### config.mk
export PLATFORM = sky130hd
export DESIGN_NAME = mwsm_norm
export DESIGN_NICKNAME = d
export VERILOG_FILES = /design/src/rtl/mwsm_pkg.sv /design/src/rtl/mwsm_norm.sv
export SDC_FILE = /design/constraint.sdc
export NUM_CORES = 2
export LEC_CHECK = 0
export ABC_CLOCK_PERIOD_IN_PS = 6300
export BUFFER_PORTS_ARGS = -buffer_cell sky130_fd_sc_hd__buf_2
export CORE_MARGIN = 2
export CORE_UTILIZATION = 49
export CTS_CLUSTER_SIZE = 16
export DETAILED_ROUTE_END_ITERATION = 10
export PLACE_DENSITY_LB_ADDON = 0.1
export SLEW_MARGIN = 15
export SYNTH_ARGS = -nofsm -noshare
export SYNTH_HDL_FRONTEND = slang
export SYNTH_SLANG_ARGS = --single-unit
export TNS_END_PERCENT = 30
### constraint.sdc
create_clock -name clk -period 6.3 [get_ports clk]
set_input_delay 0.945 -clock clk [delete_from_list [all_inputs] [get_ports clk]]
set_output_delay 0.945 -clock clk [all_outputs]
set_load 0.01 [all_outputs]
### src/rtl/mwsm_pkg.sv
// Package with the command, result and configuration types of the mecanum speed mixer.
package mwsm_pkg;

  localparam int WheelN  = 4;
  localparam int SpeedW  = 16;
  localparam int LimitW  = 15;
  localparam int RotW    = 16;
  localparam int RpmW    = 24;
  localparam int MagW    = 24;
  localparam int QuotW   = 15;
  localparam int NumW    = MagW + QuotW;
  localparam int CfgIdxW = 3;
  localparam int CfgW    = 24;

  typedef struct packed {
    logic signed [SpeedW-1:0] speed_sideways;
    logic signed [SpeedW-1:0] speed_forward;
    logic signed [SpeedW-1:0] speed_rotation;
  } cmd_t;

  typedef struct packed {
    logic signed [SpeedW-1:0] rpm_front_right;
    logic signed [SpeedW-1:0] rpm_back_right;
    logic signed [SpeedW-1:0] rpm_back_left;
    logic signed [SpeedW-1:0] rpm_front_left;
  } result_t;

  typedef enum logic [CfgIdxW-1:0] {
    REG_LIMIT_SIDEWAYS = 3'd0,
    REG_LIMIT_FORWARD  = 3'd1,
    REG_LIMIT_ROTATION = 3'd2,
    REG_ROTATE_RATIO   = 3'd3,
    REG_RPM_RATIO      = 3'd4,
    REG_RPM_CAP        = 3'd5
  } cfg_reg_t;

  typedef struct packed {
    logic [LimitW-1:0] limit_sideways;
    logic [LimitW-1:0] limit_forward;
    logic [LimitW-1:0] limit_rotation;
    logic [RotW-1:0]   rotate_ratio;
    logic [RpmW-1:0]   rpm_ratio;
    logic [LimitW-1:0] rpm_cap;
  } cfg_t;

endpackage

### src/rtl/mwsm_norm.sv
// Largest-wheel search and scale numerator stages of the mecanum speed mixer.
module mwsm_norm
  import mwsm_pkg::*;
(
  input  logic              clk,
  input  logic              rst,
  input  logic              mag_valid,
  input  logic [MagW-1:0]   mag [WheelN],
  input  logic [WheelN-1:0] neg,
  input  logic [LimitW-1:0] rpm_cap,
  output logic              num_valid,
  output logic [NumW-1:0]   num [WheelN],
  output logic [MagW-1:0]   den,
  output logic [WheelN-1:0] num_neg
);

  logic              v5, v6;
  logic [MagW-1:0]   pair5 [2];
  logic [MagW-1:0]   mag5 [WheelN];
  logic [MagW-1:0]   mag6 [WheelN];
  logic [WheelN-1:0] neg5, neg6;
  logic [LimitW-1:0] factor6;
  logic [MagW-1:0]   den6;
  logic [MagW-1:0]   largest;
  logic              scale;

  assign largest = (pair5[0] > pair5[1]) ? pair5[0] : pair5[1];
  assign scale   = largest > MagW'(rpm_cap);

  always_ff @(posedge clk) begin
    if (rst) begin
      v5        <= 1'b0;
      v6        <= 1'b0;
      num_valid <= 1'b0;
    end else begin
      v5        <= mag_valid;
      v6        <= v5;
      num_valid <= v6;
    end
  end

  always_ff @(posedge clk) begin
    pair5[0] <= (mag[0] > mag[1]) ? mag[0] : mag[1];
    pair5[1] <= (mag[2] > mag[3]) ? mag[2] : mag[3];
    neg5     <= neg;
    neg6     <= neg5;
    num_neg  <= neg6;
    factor6  <= scale ? rpm_cap : LimitW'(1);
    den6     <= scale ? largest : MagW'(1);
    den      <= den6;
    for (int i = 0; i < WheelN; i++) begin
      mag5[i] <= mag[i];
      mag6[i] <= mag5[i];
      num[i]  <= NumW'(mag6[i]) * NumW'(factor6);
    end
  end

endmodule

======== After elaboration in Yosys (flattened, before gate mapping) ========
Memory sizes are Yosys's and may differ from the RTL's.
Cells that the tools add are included.
cells by class
  $lt $le $gt $ge ......................... 4
  $mul .................................... 4
  multiplexer cells ....................... 3
operators with widths
  kind              number
  $mul A24 B15 Y39  4
  $gt A24 B24 Y1    3
  $mux W24          3
  $gt A24 B15 Y1    1
word-level totals
  input bits .............................. 118
  register bits after elaboration ......... 234
  memories ................................ 3
  memory bits (writable) .................. 240
memories
  name   words  width  rd ports  clocked after memory_dff  write ports  line             RTL
  mag5   4      24     4         0                         4            mwsm_norm.sv:19  logic [MagW-1:0] mag5 [WheelN];
  mag6   4      24     4         0                         4            mwsm_norm.sv:20  logic [MagW-1:0] mag6 [WheelN];
  pair5  2      24     2         0                         2            mwsm_norm.sv:18  logic [MagW-1:0] pair5 [2];

======== Longest topological paths before layout ========
  word-level depth ........................ 3
  gate-level depth with buffers ........... 27

======== Worst setup path after synthesis ========
Ideal clock, no wire load.
  path kind ............................... register to register
  start point ............................. register factor6[6]
  end point ............................... register num[154] in the netlist's numbering
  path slack .............................. -0.233 ns
  cell stages (with the launch flop) ...... 25
  clock period less this slack ............ 6.533 ns
  arrival ................................. 6.460 ns
  required time ........................... 6.228 ns
  path through ............................ dfxtp_1 > clkbuf_1 > clkbuf_1 > clkbuf_1 > nand2_1 > fa_1 > fa_1 > inv_1 > fa_1 > fa_1 > fa_1 > inv_1 > fa_1 > inv_1 > ha_1 > a21o_1 > a21o_1 > a21oi_1 > o21a_1 > a21oi_1 > a311o_1 > a2111oi_0 > o31ai_1 > a21oi_1 > xnor2_1
between the ends
  longest elaborated chain between the ends .. 1
RTL lines
  item                           line             RTL
  start, declared                mwsm_norm.sv:22  logic [LimitW-1:0] factor6;
  start signal, assigned         mwsm_norm.sv:48  factor6 <= scale ? rpm_cap : LimitW'(1);
  $mul A24 B15 Y39               mwsm_norm.sv:54  num[i] <= NumW'(mag6[i]) * NumW'(factor6);
  end signal, assigned by index  mwsm_norm.sv:54
  end, declared                  mwsm_norm.sv:12  output logic [NumW-1:0] num [WheelN],
No other way between the ends.
A chain may end at the register's enable or synchronous reset.

======== Final worst setup path ========
  start point ............................. register factor6[2]
  end point ............................... register num[73] in the netlist's numbering
Same word-level chain as after synthesis.

==> results.json <==
{
  "status": "finished, violations left",
  "violations": "setup timing",
  "finalWorstSetupSlack_ns": -0.163,
  "ys_warn_count": 0,
  "syn_to_final_growth_pct": 19.7,
  "ys_seq_area_share_pct": 16.3,
  "clk_path_buf_depth": 3,
  "grt_use_total_pct": 26.3,
  "end_kind": "register",
  "rsz0062_at_grt": "true",
  "dpl.hpwl_um": 128000,
  "gp_congestion": 0.896,
  "grt_max_degree": 36,
  "via_count": 42600,
  "drive_above_1_share_pct": 19.6,
  "core_um2": 118000,
  "synth.largest_area_cell": "fa_1",
  "viasPerCell": 5.03,
  "worst_pin_slew_ns": 1.01,
  "slew_headroom_pct": 32.1,
  "clk_pin_slew_ns": 0.07,
  "ioPinCount": 303,
  "arrival_ns": 7.00,
  "synthFlopType": "dfxtp_1",
  "maxCapViolCount": 0,
  "final_max_slew_viol_count": 0,
  "synth_fp_nets": 7910,
  "htreeDepth": 2,
  "grt_remaining_overflow": 0,
  "layout_worst_path_cycle_share_pct": 103,
  "cts_root_buffer": "clkbuf_16",
  "cts_buffers": 58,
  "hold_violations": 0,
  "clock-sinks": 474,
  "grt_pass1_vias": 45200,
  "port_buffers": 302,
  "synth_cells": 6157,
  "cp-start-kind": "register",
  "cp_max_fo": 4,
  "min_period_ns": 6.46,
  "hold_path.class": "register to register",
  "die_area_um2": 122000,
  "max_freq_mhz": 155,
  "syn-cell-area_um2": 58300,
  "die-height_um": 349,
  "criticalPathCategory": "register to register",
  "wl_um": 154000,
  "setup_viol": 18,
  "synth_cell_type_count": 65,
  "num_rows": 126,
  "synth.most_common_cell": "inv_1",
  "netlist_top_cells_area": "fa_1, dfxtp_1, ha_1",
  "insertion_delay_ns": 0.70,
  "nets": 8633,
  "synth.avg_cell_area_um2": 9.47,
  "drt-initial-drc-count": 2083,
  "post_drt_wl_per_cell_um": 18.2,
  "ys_ff_latch": 474,
  "finish.utilization_pct": 59.1,
  "synthTopCellsByCount": "inv_1, fa_1, nand2_1, and2_1, ha_1",
  "synthArstFlopShare_pct": 0,
  "initial_utilization_pct": 49.4,
  "drc_errors": 0,
  "die_x_um": 349,
  "synth_edf_count": 0,
  "ctsHoldBuffers": 0,
  "skew_ns": 0.0537,
  "synth_top_area_share_pct": 39.0,
  "antenna_found_initial": 18,
  "grt_pass1_wl_um": 248000,
  "ant_nets": 0,
  "required_ns": 6.84,
  "cts_tree": "done",
  "first_pass_iters": 5
}
cell usage in the layout, fill, tap and decap left out, types with 56 or more instances in the layout:
master / instances
inv_1: 1323
fa_1: 1112
nand2_1: 746
and2_1: 725
buf_4: 527
ha_1: 471
dfxtp_1: 445
buf_2: 304
a21oi_1: 108
nor2_1: 108
xnor2_1: 91
a21o_1: 73
clkbuf_16: 59
o21ai_0: 58
mux2_2: 57
buf_12: 56
critical path, cell delays in order (launching register included):
cell,delay (ns)
dfxtp_4,0.38
buf_6,0.14
buf_6,0.12
and2_4,0.13
fa_1,0.47
inv_1,0.05
fa_1,0.47
inv_1,0.05
fa_1,0.51
fa_1,0.45
fa_1,0.54
inv_2,0.04
fa_1,0.51
inv_2,0.05
ha_4,0.26
o211ai_1,0.13
or4_4,0.52
o22ai_4,0.20
o2111ai_2,0.15
a32oi_2,0.21
buf_4,0.16
a31oi_4,0.10
a21oi_4,0.24
a41o_1,0.22
a21oi_2,0.07
xnor2_1,0.13
worst paths after layout:
check | start | slack (ns) | to | cells after the start
max reg2reg | factor6[2] | -0.16 | num[73] | 25
min | mag5[0][16] | 0.31 | mag6[0][16] | 0
max | factor6[2] | -0.16 | num[73] | 25
min reg2reg | mag5[0][16] | 0.31 | mag6[0][16] | 0
logic make-up (layout without fill, tap and decap cells):
kind of cell | Yosys count | after routing | share of synthesized area (%)
other | 0 | 5 | 0
and+or+nand+nor | 1784 | 1784 | 15.4
xor gates and xnor gates | 133 | 133 | 2.00
buffers and inverters | 1618 | 2388 | 10.4
AOI/OAI and AO/OA | 442 | 442 | 4.88
muxes | 71 | 71 | 1.34
DFF | 474 | 474 | 16.3
adders and majority gates | 1635 | 1635 | 49.7
registers in the layout, summed over array words and instances, names as in the netlist:
signal and cells:
den 24, den6 24, factor6 15, mag5 96, mag6 96, neg5 4, neg6 4, num 156
num_neg 4, num_valid 1, pair5 48, v5 1, v6 1
routing by layer:
| layer | GRT usage [%] | share of wire (%) | vias to the layer above |
|---|---|---|---|
| li1 | - | - | 19800 |
| met4 | 9.67 | 4.4 | 16 |
| met1 | 34.2 | 42 | 21600 |
| met3 | 3.83 | 5.1 | 252 |
| met2 | 44.6 | 49 | 932 |
| met5 | 0 | 0.056 | - |
final cells by class:
type                            instances  area (µm²)
Clock buffer                           73        1600
Inverter                             1350        5070
Tap cell                             1536        1920
Fill cell                           10500       48300
Multi-Input combinational cell       4065       44000
Timing Repair Buffer                  931        7290
Antenna cell                            5        12.5
Sequential cell                       474        9560
Clock inverter                         34         350
timing repair:
action                                 in CTS  in global routing
endpoints found under the hold margin       0                  0
buffers inserted                           69                 12
pin swaps                                 198                 81
setup endpoints to repair                  57                 47
cloned                                      7                  0
gates resized for setup                   268                 94
metrics by stage:
| step | TNS, ns | instance area (µm²) | hold WS [ns] | cells | setup slack (ns) |
|---|---|---|---|---|---|
| after global routing | -8.04 | 69800 | 0.311 | 8464 | -0.390 |
| after CTS | -1.45 | 69300 | 0.304 | 8452 | -0.152 |
| final | -1.46 | 69800 | 0.309 | 8468 | -0.163 |
| after detailed placement | -13.42 | 65300 | 0.312 | 8271 | -0.669 |
| after global placement | -11.59 | 65300 | 0.310 | 8271 | -0.695 |
| after floorplan | -0.0365 | 58300 | 0.310 | 6157 | -0.0355 |
Power is not shown: default switching activity piles up to over one toggle a cycle in this logic, so the estimate is an artifact.
