### config.mk
export PLATFORM = sky130hd
export DESIGN_NAME = mwsm_div
export DESIGN_NICKNAME = d
export VERILOG_FILES = /design/src/rtl/mwsm_pkg.sv /design/src/rtl/mwsm_div.sv
export SDC_FILE = /design/constraint.sdc
export NUM_CORES = 2
export LEC_CHECK = 0
export BUFFER_PORTS_ARGS = -buffer_cell sky130_fd_sc_hd__buf_4
export CORE_MARGIN = 2
export CORE_UTILIZATION = 60
export CTS_CLUSTER_SIZE = 20
export DETAILED_ROUTE_END_ITERATION = 7
export GPL_ROUTABILITY_DRIVEN = 0
export GPL_TIMING_DRIVEN = 1
export HOLD_SLACK_MARGIN = 0.12
export PLACE_DENSITY_LB_ADDON = 0.05
export SLEW_MARGIN = 20
export SYNTH_ARGS = -nofsm -noshare
export SYNTH_HDL_FRONTEND = slang
export SYNTH_SLANG_ARGS = --single-unit
### constraint.sdc
create_clock -name clk -period 3.65 [get_ports clk]
set_input_delay 0.73 -clock clk [delete_from_list [all_inputs] [get_ports clk]]
set_output_delay 0.73 -clock clk [all_outputs]
set_load 0.01 [all_outputs]
### src/rtl/mwsm_pkg.sv
// Package with the command, result and configuration types of the mecanum speed mixer.
package mwsm_pkg;

  localparam int WheelN  = 4;
  localparam int SpeedW  = 16;
  localparam int LimitW  = 15;
  localparam int RotW    = 16;
  localparam int RpmW    = 24;
  localparam int MagW    = 24;
  localparam int QuotW   = 15;
  localparam int NumW    = MagW + QuotW;
  localparam int CfgIdxW = 3;
  localparam int CfgW    = 24;

  typedef struct packed {
    logic signed [SpeedW-1:0] speed_sideways;
    logic signed [SpeedW-1:0] speed_forward;
    logic signed [SpeedW-1:0] speed_rotation;
  } cmd_t;

  typedef struct packed {
    logic signed [SpeedW-1:0] rpm_front_right;
    logic signed [SpeedW-1:0] rpm_back_right;
    logic signed [SpeedW-1:0] rpm_back_left;
    logic signed [SpeedW-1:0] rpm_front_left;
  } result_t;

  typedef enum logic [CfgIdxW-1:0] {
    REG_LIMIT_SIDEWAYS = 3'd0,
    REG_LIMIT_FORWARD  = 3'd1,
    REG_LIMIT_ROTATION = 3'd2,
    REG_ROTATE_RATIO   = 3'd3,
    REG_RPM_RATIO      = 3'd4,
    REG_RPM_CAP        = 3'd5
  } cfg_reg_t;

  typedef struct packed {
    logic [LimitW-1:0] limit_sideways;
    logic [LimitW-1:0] limit_forward;
    logic [LimitW-1:0] limit_rotation;
    logic [RotW-1:0]   rotate_ratio;
    logic [RpmW-1:0]   rpm_ratio;
    logic [LimitW-1:0] rpm_cap;
  } cfg_t;

endpackage

### src/rtl/mwsm_div.sv
// Pipelined restoring divider, one quotient bit per stage, for one wheel.
module mwsm_div
  import mwsm_pkg::*;
(
  input  logic             clk,
  input  logic             rst,
  input  logic             in_valid,
  input  logic [NumW-1:0]  num,
  input  logic [MagW-1:0]  den,
  input  logic             in_neg,
  output logic             out_valid,
  output logic [QuotW-1:0] quot,
  output logic             out_neg
);

  logic [QuotW-1:0] vld;
  logic [MagW-1:0]  rem_q [QuotW];
  logic [QuotW-1:0] low_q [QuotW];
  logic [QuotW-1:0] quo_q [QuotW];
  logic [MagW-1:0]  den_q [QuotW];
  logic [QuotW-1:0] neg_q;

  for (genvar k = 0; k < QuotW; k++) begin : g_stage
    logic            v_in;
    logic [MagW-1:0] rem_in;
    logic [QuotW-1:0] low_in;
    logic [QuotW-1:0] quo_in;
    logic [MagW-1:0] den_in;
    logic            neg_in;
    logic [MagW:0]   trial;
    logic            fits;

    if (k == 0) begin : g_first
      assign v_in   = in_valid;
      assign rem_in = num[NumW-1:QuotW];
      assign low_in = num[QuotW-1:0];
      assign quo_in = '0;
      assign den_in = den;
      assign neg_in = in_neg;
    end else begin : g_next
      assign v_in   = vld[k-1];
      assign rem_in = rem_q[k-1];
      assign low_in = low_q[k-1];
      assign quo_in = quo_q[k-1];
      assign den_in = den_q[k-1];
      assign neg_in = neg_q[k-1];
    end

    assign trial = {rem_in, low_in[QuotW-1]};
    assign fits  = trial >= {1'b0, den_in};

    always_ff @(posedge clk) begin
      if (rst) begin
        vld[k] <= 1'b0;
      end else begin
        vld[k] <= v_in;
      end
    end

    always_ff @(posedge clk) begin
      rem_q[k] <= fits ? MagW'(trial - {1'b0, den_in}) : trial[MagW-1:0];
      low_q[k] <= {low_in[QuotW-2:0], 1'b0};
      quo_q[k] <= {quo_in[QuotW-2:0], fits};
      den_q[k] <= den_in;
      neg_q[k] <= neg_in;
    end
  end

  assign out_valid = vld[QuotW-1];
  assign quot      = quo_q[QuotW-1];
  assign out_neg   = neg_q[QuotW-1];

endmodule
Word-level counts from Yosys, hierarchy flattened
Memory sizes are Yosys's and may differ from the RTL's.
Cells that the tools add are included.
{ "totals": {"register_bits": 30, "ramBits": 1155, "output_inout_bits": 17, "n_memories": 4} }
{ "classes": {"addsub": 15, "n_lt_le_gt_ge": 15, "muxes": 15} }
{ "memory_table": {"columns": ["memory", "words", "width", "read_ports", "rd_clocked_by_memory_dff", "wr", "line", "text"], "rows": [
  ["den_q", 15, 24, 14, 0, 15, "mwsm_div.sv:20", "logic [MagW-1:0] den_q [QuotW];"],
  ["rem_q", 15, 24, 14, 0, 15, "mwsm_div.sv:17", "logic [MagW-1:0] rem_q [QuotW];"],
  ["quo_q", 15, 15, 15, 0, 15, "mwsm_div.sv:19", "logic [QuotW-1:0] quo_q [QuotW];"],
  ["low_q", 15, 14, 14, 0, 15, "mwsm_div.sv:18", "logic [QuotW-1:0] low_q [QuotW];"]
]} }
{ "op_table": {"columns": ["op", "count"], "rows": [
  ["25-bit by 24-bit greater-or-equal comparator with 1-bit output", 15],
  ["24-bit 2-to-1 mux", 15],
  ["24-bit subtractor", 15]
]} }

Depth between registers and ports, before layout
An unclocked memory read counts as a cell.
{ "logic_depth": {"depth_word": 3, "ltp_mapped": 14, "ltp_nobuf": 12} }

Least setup slack after synthesis
OpenSTA, ideal clock, no wires.
{ "synth_path": {"path_type": "reg2reg", "from": "mem den_q[0][1]", "to": "mem rem_q[1][6] (netlist: rem_q[0][30])", "t_arrival_ns": 3.150, "path_slack_ns": 0.379, "path_stages_with_launch": 13, "path_buffers": 1, "period_less_slack_ns": 3.271, "cell_sequence": "dfxtp_1 -> inv_1 -> ha_1 -> nor2b_4 -> o31a_1 -> o311a_1 -> o21ai_2 -> nand2_2 -> a211o_1 -> and4_4 -> a2111oi_4 -> buf_6 -> mux2_4"} }
{ "synth_lines": {"columns": ["element", "line"], "rows": [
  ["start: declaration", "mwsm_div.sv:20"],
  ["end: declaration", "mwsm_div.sv:17"]
]} }

==> impl_metrics.py <==
metrics = {
    "setup_path": {
        "critPathLaunchType": "register",
        "crit_path_end_kind": "register",
        "required_ps": 4170,
        "cp_max_fo": 45,
        "arrival_ps": 3990,
        "crit_type": "register to register",
    },
    "power": {
        "intPower_mw": 29.2,
        "p_leak_nw": 21.4,
        "power_frac_comb_pct": 45.6,
        "swShare_pct": 36.5,
        "clkPwrFrac_pct": 22.3,
        "power_mw": 46.0,
        "ir_drop_v": 0.000443,
        "seqPwrFrac_pct": 32.0,
        "p_sw_mw": 16.8,
        "power_density_mw_per_mm2": 1000,
    },
    "drt": {
        "vias": 28600,
        "drt_pre_antenna_iters": 5,
        "wl_um": 85500,
        "wire_per_inst_um": 16.3,
        "drtAntennaViolNets": 0,
        "viasPerCell": 5.47,
        "drc_errors": 0,
        "drt_iter0_markers": 1830,
    },
    "sta": {
        "slew_violations": 0,
        "whs_ps": 159,
        "period_share_pct": 95.1,
        "finalWorstSetupSlack_ps": 180,
        "finalClockSkew_ps": 33.8,
        "max_slew_margin_pct": 33.1,
        "max_clock_freq_ghz": 0.288,
        "fin_crit_ps": 3470,
        "rsz0062_at_grt": "false",
        "final_hold_viol_count": 0,
        "worstMarginPinSlew_ps": 991,
        "finalSetupTns_ps": 0,
        "setup_viol": 0,
    },
    "logic_synthesis": {
        "synthSimpleGateAreaFrac_pct": 10.7,
        "synth_top_cell_area_share_pct": 45.8,
        "ys.flop_type": "dfxtp_1",
        "synth_fp_nets": 4581,
        "synth-edff-count": 0,
        "synthXorXnorAreaFrac_pct": 5.75,
        "ys_types": 90,
        "ys_ff_latch": 927,
        "ys_warn_count": 0,
        "synth.area.top_cells": "dfxtp_1 46%, ha_1 11%, mux2_2 4.1%",
        "synth_top_area_cell": "dfxtp_1",
        "netlist_area_mm2": 0.0405,
        "synth_compound_area_share_pct": 15.9,
        "avgSynthCellArea_um2": 9.79,
        "synth_top_family_by_area": "compound AO/OA/AOI/OAI gates",
        "synth_cells": 4140,
        "synthArstFlopShare_pct": 0,
        "synth-seq-area-share_pct": 45.8,
        "synthMuxAreaShare_pct": 5.18,
        "synth_fa_ha_area_share_pct": 11.8,
    },
    "cts": {
        "cts-root-buf": "clkbuf_16",
        "clk_pin_slew_worst_paths_ps": 60,
        "clk_latency_ps": 670,
        "cts_hold_buf": 0,
        "cts_max_level": 3,
        "clockBufferDepth": 3,
        "cts_sinks": 927,
        "cts_buffers": 93,
        "cts_tree": "yes",
    },
    "floorplan": {
        "die_w_um": 264,
        "initial_core_util_pct": 60.4,
        "core_mm2": 0.0670,
        "die_area_mm2": 0.0696,
        "rows": 95,
        "ioPinCount": 84,
        "die_h_um": 264,
    },
    "placement": {
        "place_area_mm2": 0.0424,
        "numPortBuffers": 83,
        "dp_hpwl_um": 65700,
        "dp.cells": 5058,
        "pre_cts_ws_ps": 207,
    },
    "finish": {
        "final_area_mm2": 0.0458,
        "drive_above_1_share_pct": 11.2,
        "area_growth_pct": 13.0,
        "diodes": 0,
        "fin_util_pct": 68.3,
        "fin_nets": 4721,
        "final_cells": 5230,
    },
    "global_routing": {
        "antenna_found_initial": 0,
        "grt_pass1_vias": 27400,
        "grt_overflow": 0,
        "grt_use_total_pct": 24.5,
        "grt_pass1_wl_um": 139000,
        "grt_max_degree": 46,
    },
    "outcome": {
        "status": "finished, final reports clean",
    },
    "run": {
        "drv_cap": 0,
    },
    "worst_hold_path": {
        "holdCritPathClass": "input port to register",
    },
}
## worst paths after layout
path	depth (start not counted)	start	to	slack, ps
setup / recovery	11	den_q[0][25]	rem_q[0][59]	180
hold / removal	1	num[4]	low_q[0][4]	160
setup reg to reg	11	den_q[0][25]	rem_q[0][59]	180
hold reg to reg	0	low_q[0][96]	low_q[0][111]	320
## power by group through the flow
| stage | combinational [mW] | clock [mW] | sequential (mW) |
|---|---|---|---|
| final | 21.0 | 10.3 | 14.7 |
| after global routing | 23.4 | 10.9 | 15.0 |
| after CTS | 20.9 | 10.5 | 14.7 |
| after detailed placement | 20.6 | 0 | 14.9 |
| after global placement | 20.4 | 0 | 14.9 |
| after floorplan | 16.4 | 0 | 14.2 |
## critical path, cell delays in order (launching register included)
cell	delay (ps)
dfxtp_1	360
inv_1	50
ha_1	270
nor2b_1	140
o31a_1	270
a2111o_1	510
o41ai_4	330
o211ai_2	160
or3_1	420
a311oi_4	400
buf_12	250
o21ai_0	130
## metal layers
metal  vias to the layer above  GRT usage (%)  share of wire (%)
met2                       642           40.0                 45
li1                      14600              -                  -
met3                       151           3.23                4.5
met4                         0           8.74                2.9
met1                     13200           33.4                 47
met5                         -              0                  0
## logic make-up (layout without fill, tap and decap cells)
group | Yosys count | count (layout)
AO/OA/AOI/OAI | 1003 | 1003
flip-flops | 927 | 927
AND/OR/NAND/NOR | 879 | 879
buffers and inverters | 508 | 725
adder cells (fa/ha/maj) | 374 | 374
XOR/XNOR | 266 | 266
multiplexers | 183 | 183
## state kept, by name, summed over array words and instances (netlist names)
register and cells:
g_stage.neg_in 14, quo_q 120, low_q 105, rem_q 336, out_valid 1, den_q 336
g_stage.v_in 14, out_neg 1
## Yosys cell counts (all sizes together), types with 44 or more instances
cell	number
a21o	156
nor3	56
ha	360
dfxtp	927
clkbuf	52
inv	434
nor2	201
o21ai	242
a21oi	293
xor2	119
o21a	52
nand3	70
xnor2	147
nand2	252
nor2b	74
mux2	164
nand4	44
## cells in the final DEF, fill, tap and decap left out, types with 14 or more instances in the layout
cell type and count:
buf_4 106, a21oi_1 292, o21ai_0 224, nor2b_1 73, o31a_1 15, or3_1 18, nor2_1 200, or2_2 14
fa_1 14, a211oi_1 24, xnor2_1 147, o31ai_1 20, nand2_1 251, o211ai_1 19, and3_1 27, o21bai_1 29
bufinv_16 15, nor3_1 56, mux2_2 147, a21o_1 156, nand3_1 70, mux2i_1 19, ha_1 360, nand2b_1 40
nand4_1 44, dfxtp_1 927, o21ai_1 16, inv_1 434, mux2_4 17, clkbuf_16 93, a31oi_1 26, nor4_1 15
xor2_1 119, clkbuf_8 15, o21a_1 52
## timing repair
action	4_1_cts	5_1_grt
endpoints found under the setup margin	0	9
resized for setup	0	2
buffers inserted	0	0
## cell type report
| type | count | area, um2 |
|---|---|---|
| sequential | 927 | 18600 |
| clock inverter | 52 | 833 |
| tap | 873 | 1090 |
| multi-input combinational | 2705 | 20000 |
| clock buffer | 120 | 2580 |
| timing repair buffer | 118 | 1040 |
| fill | 5372 | 21300 |
| inverter | 435 | 1630 |
(Power assumes the default switching activity.)
