File: src/rtl/mwsm_pkg.sv
// Package with the command, result and configuration types of the mecanum speed mixer.
package mwsm_pkg;

  localparam int WheelN  = 4;
  localparam int SpeedW  = 16;
  localparam int LimitW  = 15;
  localparam int RotW    = 16;
  localparam int RpmW    = 24;
  localparam int MagW    = 24;
  localparam int QuotW   = 15;
  localparam int NumW    = MagW + QuotW;
  localparam int CfgIdxW = 3;
  localparam int CfgW    = 24;

  typedef struct packed {
    logic signed [SpeedW-1:0] speed_sideways;
    logic signed [SpeedW-1:0] speed_forward;
    logic signed [SpeedW-1:0] speed_rotation;
  } cmd_t;

  typedef struct packed {
    logic signed [SpeedW-1:0] rpm_front_right;
    logic signed [SpeedW-1:0] rpm_back_right;
    logic signed [SpeedW-1:0] rpm_back_left;
    logic signed [SpeedW-1:0] rpm_front_left;
  } result_t;

  typedef enum logic [CfgIdxW-1:0] {
    REG_LIMIT_SIDEWAYS = 3'd0,
    REG_LIMIT_FORWARD  = 3'd1,
    REG_LIMIT_ROTATION = 3'd2,
    REG_ROTATE_RATIO   = 3'd3,
    REG_RPM_RATIO      = 3'd4,
    REG_RPM_CAP        = 3'd5
  } cfg_reg_t;

  typedef struct packed {
    logic [LimitW-1:0] limit_sideways;
    logic [LimitW-1:0] limit_forward;
    logic [LimitW-1:0] limit_rotation;
    logic [RotW-1:0]   rotate_ratio;
    logic [RpmW-1:0]   rpm_ratio;
    logic [LimitW-1:0] rpm_cap;
  } cfg_t;

endpackage

File: src/rtl/mwsm_cfg_regs.sv
// Configuration register file of the mecanum speed mixer.
module mwsm_cfg_regs
  import mwsm_pkg::*;
(
  input  logic               clk,
  input  logic               rst,
  input  logic               cfg_valid,
  output logic               cfg_ready,
  input  logic [CfgIdxW-1:0] cfg_index,
  input  logic [CfgW-1:0]    cfg_data,
  output cfg_t               cfg
);

  assign cfg_ready = 1'b1;

  always_ff @(posedge clk) begin
    if (rst) begin
      cfg.limit_sideways <= LimitW'(3300);
      cfg.limit_forward  <= LimitW'(3300);
      cfg.limit_rotation <= LimitW'(300);
      cfg.rotate_ratio   <= RotW'(1024);
      cfg.rpm_ratio      <= RpmW'(110000);
      cfg.rpm_cap        <= LimitW'(8500);
    end else if (cfg_valid && cfg_ready) begin
      case (cfg_reg_t'(cfg_index))
        REG_LIMIT_SIDEWAYS: cfg.limit_sideways <= cfg_data[LimitW-1:0];
        REG_LIMIT_FORWARD:  cfg.limit_forward  <= cfg_data[LimitW-1:0];
        REG_LIMIT_ROTATION: cfg.limit_rotation <= cfg_data[LimitW-1:0];
        REG_ROTATE_RATIO:   cfg.rotate_ratio   <= cfg_data[RotW-1:0];
        REG_RPM_RATIO:      cfg.rpm_ratio      <= cfg_data[RpmW-1:0];
        REG_RPM_CAP:        cfg.rpm_cap        <= cfg_data[LimitW-1:0];
        default: ;
      endcase
    end
  end

endmodule

File: config.mk
export PLATFORM = sky130hd
export DESIGN_NAME = mwsm_cfg_regs
export DESIGN_NICKNAME = d
export VERILOG_FILES = /design/src/rtl/mwsm_pkg.sv /design/src/rtl/mwsm_cfg_regs.sv
export SDC_FILE = /design/constraint.sdc
export NUM_CORES = 1
export LEC_CHECK = 0
export BUFFER_PORTS_ARGS = -buffer_cell sky130_fd_sc_hd__clkbuf_2
export CORE_ASPECT_RATIO = 1.25
export CORE_MARGIN = 10
export CORE_UTILIZATION = 33
export DETAILED_ROUTE_END_ITERATION = 6
export SYNTH_ARGS = -nofsm -noshare
export SYNTH_HDL_FRONTEND = slang
export SYNTH_SLANG_ARGS = --single-unit
export TNS_END_PERCENT = 5
File: constraint.sdc
create_clock -name clk -period 1.5 [get_ports clk]
set_input_delay 0.075 -clock clk [delete_from_list [all_inputs] [get_ports clk]]
set_output_delay 0.075 -clock clk [all_outputs]
set_load 0.03 [all_outputs]
# --- Word level (Yosys, flattened, before mapping) ---
# Index checks and enable logic that the tools add are counted.
op_classes:
  n_eq_ne: 5
  reduce_logical: 7
ops:
  columns: ["operator", "count"]
  rows:
  - ["$reduce_and 2->1", 6]
  - ["$eq 3x2->1 const B", 2]
  - ["$eq 3x3->1 const B", 2]
  - ["$eq 3x1->1 const B", 1]
  - ["$logic_not 3->1", 1]
totals:
  ff_bits: 100
  inputBits: 30
  out_inout_bits: 101
  elab_cells: 18

# --- Logic depth before layout (Yosys ltp) ---
# Gate-level depths: netlist (run 1).
depth:
  ltp_word: 2
  ltp_mapped: 6
  depth_no_buf: 2

# --- Worst setup path after synthesis (run 1) ---
# Ideal clock, no wire load.
synth_timing:
  path_kind: "in2reg"
  from: "in cfg_index[0]"
  to: "reg cfg[90] (netlist bit)"
  setup_ns: 0.129
  arrival_time_ns: 1.104
  required_ns: 1.371
  path_slack_ns: 0.267
  cell_stages: 5
  n_path_buf: 3
  cell_sequence: "buf_2 or4b_4 buf_6 buf_12 mux2i_1"
synth_between:
  elab_chain_len: 2
synth_lines:
  columns: ["element", "line", "text"]
  rows:
  - ["start: declaration", "mwsm_cfg_regs.sv:9", "input logic [CfgIdxW-1:0] cfg_index,"]
  - ["$logic_not 3->1", "mwsm_cfg_regs.sv:25", "case (cfg_reg_t'(cfg_index))"]
  - ["$reduce_and 2->1 (no source line)", null, null]
  - ["end: declaration", "mwsm_cfg_regs.sv:11", "output cfg_t cfg"]
# No other way between the ends.
# A chain may end at the register's enable or synchronous reset.

# --- Worst setup path in the final report (run 1) ---
layout_timing:
  from: "reg cfg[24] (netlist bit)"
  to: "out cfg[24] (netlist bit)"
# No word-level cell between the ends.

==> results of run 1 <==
## per-layer routing
metal	track usage, %	wire, um
met2	23.1	5700
met3	3.53	656
met5	0	0
met4	5.22	174
met1	14.4	4750
## cells by family after synthesis
kind of cell,Yosys count,synth area share [%]
flip-flops,100,49.7
other,1,0.0930
buffers and inverters,31,4.16
multiplexers,100,24.8
AND/OR/NAND/NOR,146,21.2
## layout make-up
| type | instances | area [um2] |
|---|---|---|
| Tap cell | 164 | 205 |
| Fill cell | 1236 | 6890 |
| Clock inverter | 4 | 28.8 |
| Multi-Input combinational cell | 247 | 1870 |
| Timing Repair Buffer | 149 | 831 |
| Sequential cell | 100 | 2000 |
| Clock buffer | 10 | 229 |
## final timing paths
kind	endpoint	start
max	cfg[24]	cfg[24]
min	cfg[54]	cfg_data[15]
max reg2reg	cfg[72]	cfg[72]
min reg2reg	cfg[62]	cfg[62]
## placed cells by master, fill, tap and decap left out, drive strengths merged
cell and instances:
clkbuf 138, nand4b 2, buf 13, and4bb 2
nor2 43, nand4bb 3, nor4bb 1, conb 1
or4b 1, dlygate4sd3 8, nand2b 92, clkinvlp 2
clkinv 2, mux2i 100, nor4b 1, and4b 1
dfxtp 100
## report_power, final
part	leakage, nW	internal, mW	switching [mW]	total, mW
logic	1.58	0.209	0.331	0.540
registers	0.811	2.71	0.0335	2.75
clock network	0.120	1.11	0.952	2.06
total	2.51	4.03	1.32	5.35
## per-stage QoR
stage | instance area (um2) | hold WS, ps | worst slack, ps | std cells | total power, mW
after floorplan | 4030 | 230 | 267 | 378 | 3.16
after global placement | 4820 | 320 | 268 | 652 | 3.33
after detailed placement | 4820 | 336 | 240 | 652 | 3.34
after CTS | 5160 | 0.0745 | 478 | 674 | 5.43
after global routing | 5160 | 24.3 | 467 | 674 | 5.55
final | 5160 | 7.18 | 504 | 674 | 5.35
## repair_timing
| action | in CTS | in global routing |
|---|---|---|
| hold buffers | 8 | 0 |
| hold endpoints to repair | 8 | 0 |
| buffers inserted | 0 | 0 |
| endpoints found under the setup margin | 0 | 0 |
## synthesized netlist by cell type (2+ instances only)
cell	count	area, um2
and4bb_2	2	25.0
buf_2	13	65.1
buf_6	2	22.5
clkbuf_1	14	52.6
dfxtp_1	100	2000
mux2i_1	100	1000
nand2b_1	92	576
nand4b_1	2	17.5
nand4bb_1	3	33.8
nor2_1	43	161
==> impl_metrics.yaml, run 1 <==
status:
  run_status: "complete, no violations"
clock_tree:
  cts-root-buf: "clkbuf_16"
  clock-sinks: 100
  cts.repair.resized: 0
  max-clock-path-buffers: 2
  clkSlewWorstSetupHoldPaths_ps: 60
  cts_tree: "yes"
  insertion_delay_of_the_later_clocked_pin_in_the_worst_skew_pair_ps: 330
  numCtsBuffers: 9
  h_tree_depth_reported_by_cts: 3
worst_setup_path:
  worstRegToRegCells: 2
  r2r_setup_slack_ps: 850
  setup.worst_path.start_class: "flip-flop"
  worst-endpoint-arrival_ps: 920
  chain_of_cells_forming_the_critical_path: "clkbuf_2"
  criticalPathCategory: "reg -> out"
  cp-end-kind: "output port"
  slowest_delay_ps: 360
  cp.depth: 1
  crit_path_top_delay_cell: "dfxtp_1"
  worstPathBufferInverterCount: 1
  cp_top_family: "flip-flops"
  crit_path_max_fanout: 2
  required_ps: 1420
min_path:
  holdPathStages: 3
  worstHoldPathType: "in -> reg"
sta:
  setup_violations: 0
  fin_skew_ps: 0
  slew_violations: 0
  timing.fmax_ghz: 1.00
  final_min_period_over_clock_period_pct: 66.4
  finalHoldViolCount: 0
  fin_setup_tns_ps: 0
  timing.final.crit_period_ps: 996
  rsz0062_at_grt: "false"
finish:
  layout-drive-gt1-share_pct: 31.0
  diodes: 0
  top_flop_regs: "cfg: 100 flops"
  area_growth_syn_to_layout_pct: 28.1
  finalNetCount: 537
  max_reg_flops: 100
  post-route-util_pct: 42.8
  top_register: "cfg"
detailed_routing:
  final_wirelength_um: 11300
  antenna_left: 0
  wl_per_cell_um: 16.7
  via_count: 3034
  post-route-drc-count: 0
  firstDrtPassIters: 4
  avgViaCountPerCell: 4.50
  drtIter0Drc: 134
grt:
  global_route.usage.total_pct: 13.0
  grt_first_pass_wirelength_um: 17800
  grt_max_degree: 46
  initial_antenna_violation_count: 0
  number_of_global_route_vias_before_repair: 3211
  overflow: 0
floorplan:
  fp.dieW_um: 119
  initial_core_util_pct: 33.4
  fp.dieH_um: 144
  ios: 131
  core_area_um2: 12000
  die_area_um2: 17100
  core.rowCount: 45
place:
  port_buffers: 129
  place_congestion: 0.736
  place_hpwl_um: 8480
power_and_ir_drop:
  static-leakage-power_nw: 2.51
  cellPowerDensity_nw_per_um2: 1040
  vdd_drop_max_mv: 0.497
logic_synthesis:
  postSynthRegisterBits: 100
  synthesis.nets: 408
  synthesis.yosys.warnings: 0
  synth_async_sr_flop_share_pct: 0
  mappedNetlistArea_um2: 4030
  syn_avg_cell_area_um2: 10.7
  ys.flop_type: "dfxtp_1"
  synth_cells: 378
  synth.lib_cells_used.distinct: 17
  synth_enable_flop_cells: 0
  seq_area_frac_synth_pct: 49.7
flow_run:
  cap_viol_max_count: 0
Power figures use the tool's default switching activity.
==> run 2, diff against run 1 <==
Clock period 1.5 ns to 1 ns, I/O delays scaled along.
==> impl_metrics.yaml, run 2 (synthesized netlist as in run 1, its figures left out) <==
min_path:
  timing.hold.worst.start: "cfg_data[15]"
  worstHoldPathType: "in -> reg"
  holdPathStages: 3
status:
  run_status: "complete, no violations"
sta:
  setup_violations: 0
  timing.fmax_ghz: 1.03
  timing.final.crit_period_ps: 967
  finalHoldViolCount: 0
  rsz0062_at_grt: "false"
  final_min_period_over_clock_period_pct: 96.7
  setup_slack_ps: 32.7
  fin_skew_ps: 0
  slew_violations: 0
place:
  post_dp_cell_area_um2: 4980
  place_congestion: 0.767
  port_buffers: 129
  place_hpwl_um: 8610
  post-place-ws_ps: -172
worst_setup_path:
  worst-endpoint-arrival_ps: 920
  cp-end-kind: "output port"
  crit_path_max_fanout: 2
  chain_of_cells_forming_the_critical_path: "buf_2"
  worstRegToRegCells: 2
  slowest_delay_ps: 360
  crit_path_top_delay_cell: "dfxtp_1"
  worstSetupStartpoint: "cfg[90]"
  worstPathBufferInverterCount: 1
  cp.depth: 1
  worst_r2r_startpoint: "cfg[59]"
  required_ps: 950
  criticalPathCategory: "reg -> out"
  setup.worst_path.start_class: "flip-flop"
  cp_top_family: "flip-flops"
floorplan:
  ios: 131
  fp.dieW_um: 119
  die_area_um2: 17100
  core_area_um2: 12000
  core.rowCount: 45
  fp.dieH_um: 144
  initial_core_util_pct: 33.4
power_and_ir_drop:
  cellPowerDensity_nw_per_um2: 1610
  vdd_drop_max_mv: 0.743
  static-leakage-power_nw: 2.63
  power.total_mw: 8.69
clock_tree:
  cts_tree: "yes"
  h_tree_depth_reported_by_cts: 3
  max-clock-path-buffers: 2
  cts-root-buf: "clkbuf_16"
  clock-sinks: 100
  numCtsBuffers: 9
  insertion_delay_of_the_later_clocked_pin_in_the_worst_skew_pair_ps: 330
  clkSlewWorstSetupHoldPaths_ps: 70
grt:
  initial_antenna_violation_count: 0
  grt_max_degree: 32
  grt_first_pass_wirelength_um: 18400
  number_of_global_route_vias_before_repair: 3296
  overflow: 0
  global_route.usage.total_pct: 13.7
detailed_routing:
  post-route-drc-count: 0
  firstDrtPassIters: 4
  via_count: 3061
  final_wirelength_um: 11500
  antenna_left: 0
  drtIter0Drc: 83
  wl_per_cell_um: 16.7
  avgViaCountPerCell: 4.46
finish:
  layout-drive-gt1-share_pct: 32.5
  register_area_um2: 2000
  final.fill_count: 1201
  post-route-util_pct: 44.8
  final_design_area_no_fill_um2: 5400
  finalNetCount: 549
  most_frequent_cells_in_the_layout: "117 x clkbuf_2, 100 x mux2i_1, 100 x dfxtp_1, 92 x nand2b_1, 43 x nor2_1"
  layout_commonest_cell: "clkbuf_2"
  max_reg_flops: 100
  top_register: "cfg"
  diodes: 0
  top_flop_regs: "cfg: 100 flops"
  area_growth_syn_to_layout_pct: 34.0
  multiInputGateArea_um2: 1870
flow_run:
  cap_viol_max_count: 0
==> run 2: cell count changes in the layout (fill, tap and decap cells not counted) <==
| cell | previous run | this run |
|---|---|---|
| dlygate4sd3_1 | 8 | 9 |
| clkbuf_2 | 128 | 117 |
| buf_12 | 1 | 7 |
| clkbuf_4 | 0 | 3 |
| buf_4 | 12 | 18 |
| clkinvlp_4 | 2 | 0 |
| bufinv_16 | 0 | 2 |
| clkbuf_8 | 0 | 1 |
| buf_2 | 0 | 7 |
==> run 2: per-layer routing <==
layer / vias up / global-route usage, % / share of wire, %
met5: - / 0 / 0
met4: 0 / 6.63 / 2.7
met3: 14 / 3.34 / 4.9
met2: 82 / 23.5 / 50
met1: 1441 / 15.6 / 42
li1: 1524 / - / -
==> run 2: layout make-up <==
type,count,share of cell area [%]
flip-flops and latches,100,37.1
multi-input cells,247,34.6
repair buffers,161,18.7
clock buffers,11,4.50
well taps,164,3.80
clock inverters,4,1.37
==> run 2: metrics by stage <==
stage	hold WS (ps)	TNS [ps]	instances
global route	3.09	0	687
global placement	296	-3340	663
detailed placement	306	-4420	663
finish	5.93	0	687
floorplan	205	-4320	378
CTS	3.44	0	687
==> run 2: final timing paths <==
path | end | slack, ps
setup reg to reg | cfg[59] | 360
setup / recovery | cfg[90] | 30
hold / removal | cfg[54] | 6
hold reg to reg | cfg[45] | 470
==> run 2: power by group <==
group | switching [mW] | leakage, nW | internal, mW | total [mW]
sequential | 0.0502 | 0.811 | 4.07 | 4.12
clock | 1.44 | 0.156 | 2.25 | 3.69
combinational | 0.511 | 1.66 | 0.364 | 0.875
==> run 2: repair_timing <==
item | CTS | global route
hold endpoints to repair | 9 | 0
hold buffers | 9 | 0
setup endpoints to repair | 1 | 11
resized for setup | 1 | 14
pin swaps | 0 | 0
buffers inserted | 0 | 0
==> run 3, diff against run 2 <==
Settings changed: CTS_BUF_LIST set to sky130_fd_sc_hd__clkbuf_4, GPL_TIMING_DRIVEN set to 1, SLEW_MARGIN set to 20.
==> impl_metrics.yaml, run 3 (synthesized netlist as in run 1, its figures left out) <==
floorplan:
  core_area_um2: 12000
  core.rowCount: 45
  fp.dieH_um: 144
  initial_core_util_pct: 33.4
  fp.dieW_um: 119
  ios: 131
  die_area_um2: 17100
worst_setup_path:
  setup.worst_path.start_class: "flip-flop"
  crit_path_max_fanout: 2
  chain_of_cells_forming_the_critical_path: "buf_8"
  cp_top_family: "flip-flops"
  r2r_setup_slack_ps: 220
  crit_path_top_delay_cell: "dfxtp_2"
  slowest_delay_ps: 390
  worstRegToRegCells: 3
  r2r_end: "cfg[12]"
  worst_r2r_startpoint: "cfg[12]"
  cp-end-kind: "output port"
  required_ps: 950
  criticalPathCategory: "reg -> out"
  worstPathBufferInverterCount: 1
  worst-endpoint-arrival_ps: 960
  cp.depth: 1
detailed_routing:
  via_count: 3218
  final_wirelength_um: 12500
  post-route-drc-count: 0
  firstDrtPassIters: 4
  avgViaCountPerCell: 4.49
  drtIter0Drc: 85
  antenna_left: 0
  wl_per_cell_um: 17.5
grt:
  initial_antenna_violation_count: 1
  grt_first_pass_wirelength_um: 19800
  number_of_global_route_vias_before_repair: 3475
  overflow: 0
  grt_max_degree: 32
  global_route.usage.total_pct: 14.7
finish:
  most_frequent_cells_in_the_layout: "100 x mux2i_1, 100 x buf_8, 99 x dfxtp_2, 92 x nand2b_1, 43 x nor2_1"
  area_growth_syn_to_layout_pct: 64.2
  finalNetCount: 578
  multiInputGateArea_um2: 1870
  register_area_um2: 2130
  top_register: "cfg"
  layout-drive-gt1-share_pct: 51.3
  max_reg_flops: 100
  final_cells: 717
  top_flop_regs: "cfg: 100 flops"
  final.fill_count: 1053
sta:
  final_min_period_over_clock_period_pct: 101
  timing.final.crit_period_ps: 1010
  timing.fmax_ghz: 0.988
  fin_skew_ps: 0
  setup_violations: 12
  rsz0062_at_grt: "true"
  setup_slack_ps: -11.8
  finalHoldViolCount: 0
  slew_violations: 0
min_path:
  hold_end: "cfg[1]"
  worstHoldPathType: "in -> reg"
  holdPathStages: 3
  timing.hold.worst.start: "cfg_data[1]"
clock_tree:
  max-clock-path-buffers: 2
  h_tree_depth_reported_by_cts: 3
  cts_tree: "yes"
  numCtsBuffers: 9
  insertion_delay_of_the_later_clocked_pin_in_the_worst_skew_pair_ps: 440
  clock-sinks: 100
  clkSlewWorstSetupHoldPaths_ps: 150
  cts-root-buf: "clkbuf_4"
place:
  post-place-ws_ps: -172
  port_buffers: 129
  place_hpwl_um: 8610
  cell_count_post_placement: 663
  place_congestion: 0.767
status:
  failed_checks: "setup timing"
  run_status: "complete, but fails checks"
power_and_ir_drop:
  vdd_drop_max_mv: 0.798
  cellPowerDensity_nw_per_um2: 1150
  static-leakage-power_nw: 3.03
flow_run:
  cap_viol_max_count: 0
[run 3: cell count changes in the layout (fill, tap and decap cells not counted), moves of 2 or more]
cell,change
buf_2,-7
buf_4,+12
buf_8,+100
clkbuf_16,-9
clkbuf_2,-89
clkbuf_4,+7
dfxtp_1,-100
dfxtp_2,+99
dlygate4sd3_1,+14
dlymetal6s4s_1,+2
[run 3: metal layers]
metal	part of all wire, %	GRT usage [%]	vias up
met5	0	0	-
met2	53	26.4	73
li1	-	-	1579
met1	39	16.1	1554
met3	5.7	4.51	12
met4	1.3	4.70	0
[run 3: cell type report]
class	count	share of cell area [%]
clock inverters	5	1.17
clock buffers	10	1.13
well taps	164	3.10
flip-flops and latches	100	32.2
diodes	1	0.0378
multi-input cells	247	28.2
repair buffers	190	34.2
[run 3: timing repair]
item	in CTS	in global routing
setup endpoints to repair	100	102
setup buffers	1	12
hold endpoints to repair	68	0
gates resized for setup	300	103
hold buffers	25	0
[run 3: worst max path at each step]
stage	from	end	slack, ps
finish	cfg[72]	cfg[72]	-10
global route	cfg[20]	cfg[20]	-80
CTS	cfg[94]	cfg[94]	-70
detailed placement	cfg_index[0]	cfg[96]	-170
global placement	cfg_index[0]	cfg[99]	-140
floorplan	cfg_index[0]	cfg[90]	-190
[run 3: power breakdown]
group	switching, mW	internal (mW)
registers	0.0836	4.09
logic	0.540	0.583
clock network	1.30	1.02
[run 3: through the flow]
step	setup TNS, ps	area [um2]	power (mW)	hold WS, ps	util (%)
after floorplan	-4320	4040	4.75	205	-
after global placement	-3340	4980	5.06	296	41.3
after detailed placement	-4420	4980	5.07	306	41.3
after CTS	-4050	6390	7.64	10.5	53.1
after global routing	-5370	6620	7.94	14.0	54.9
final	-65.1	6620	7.61	39.2	54.9
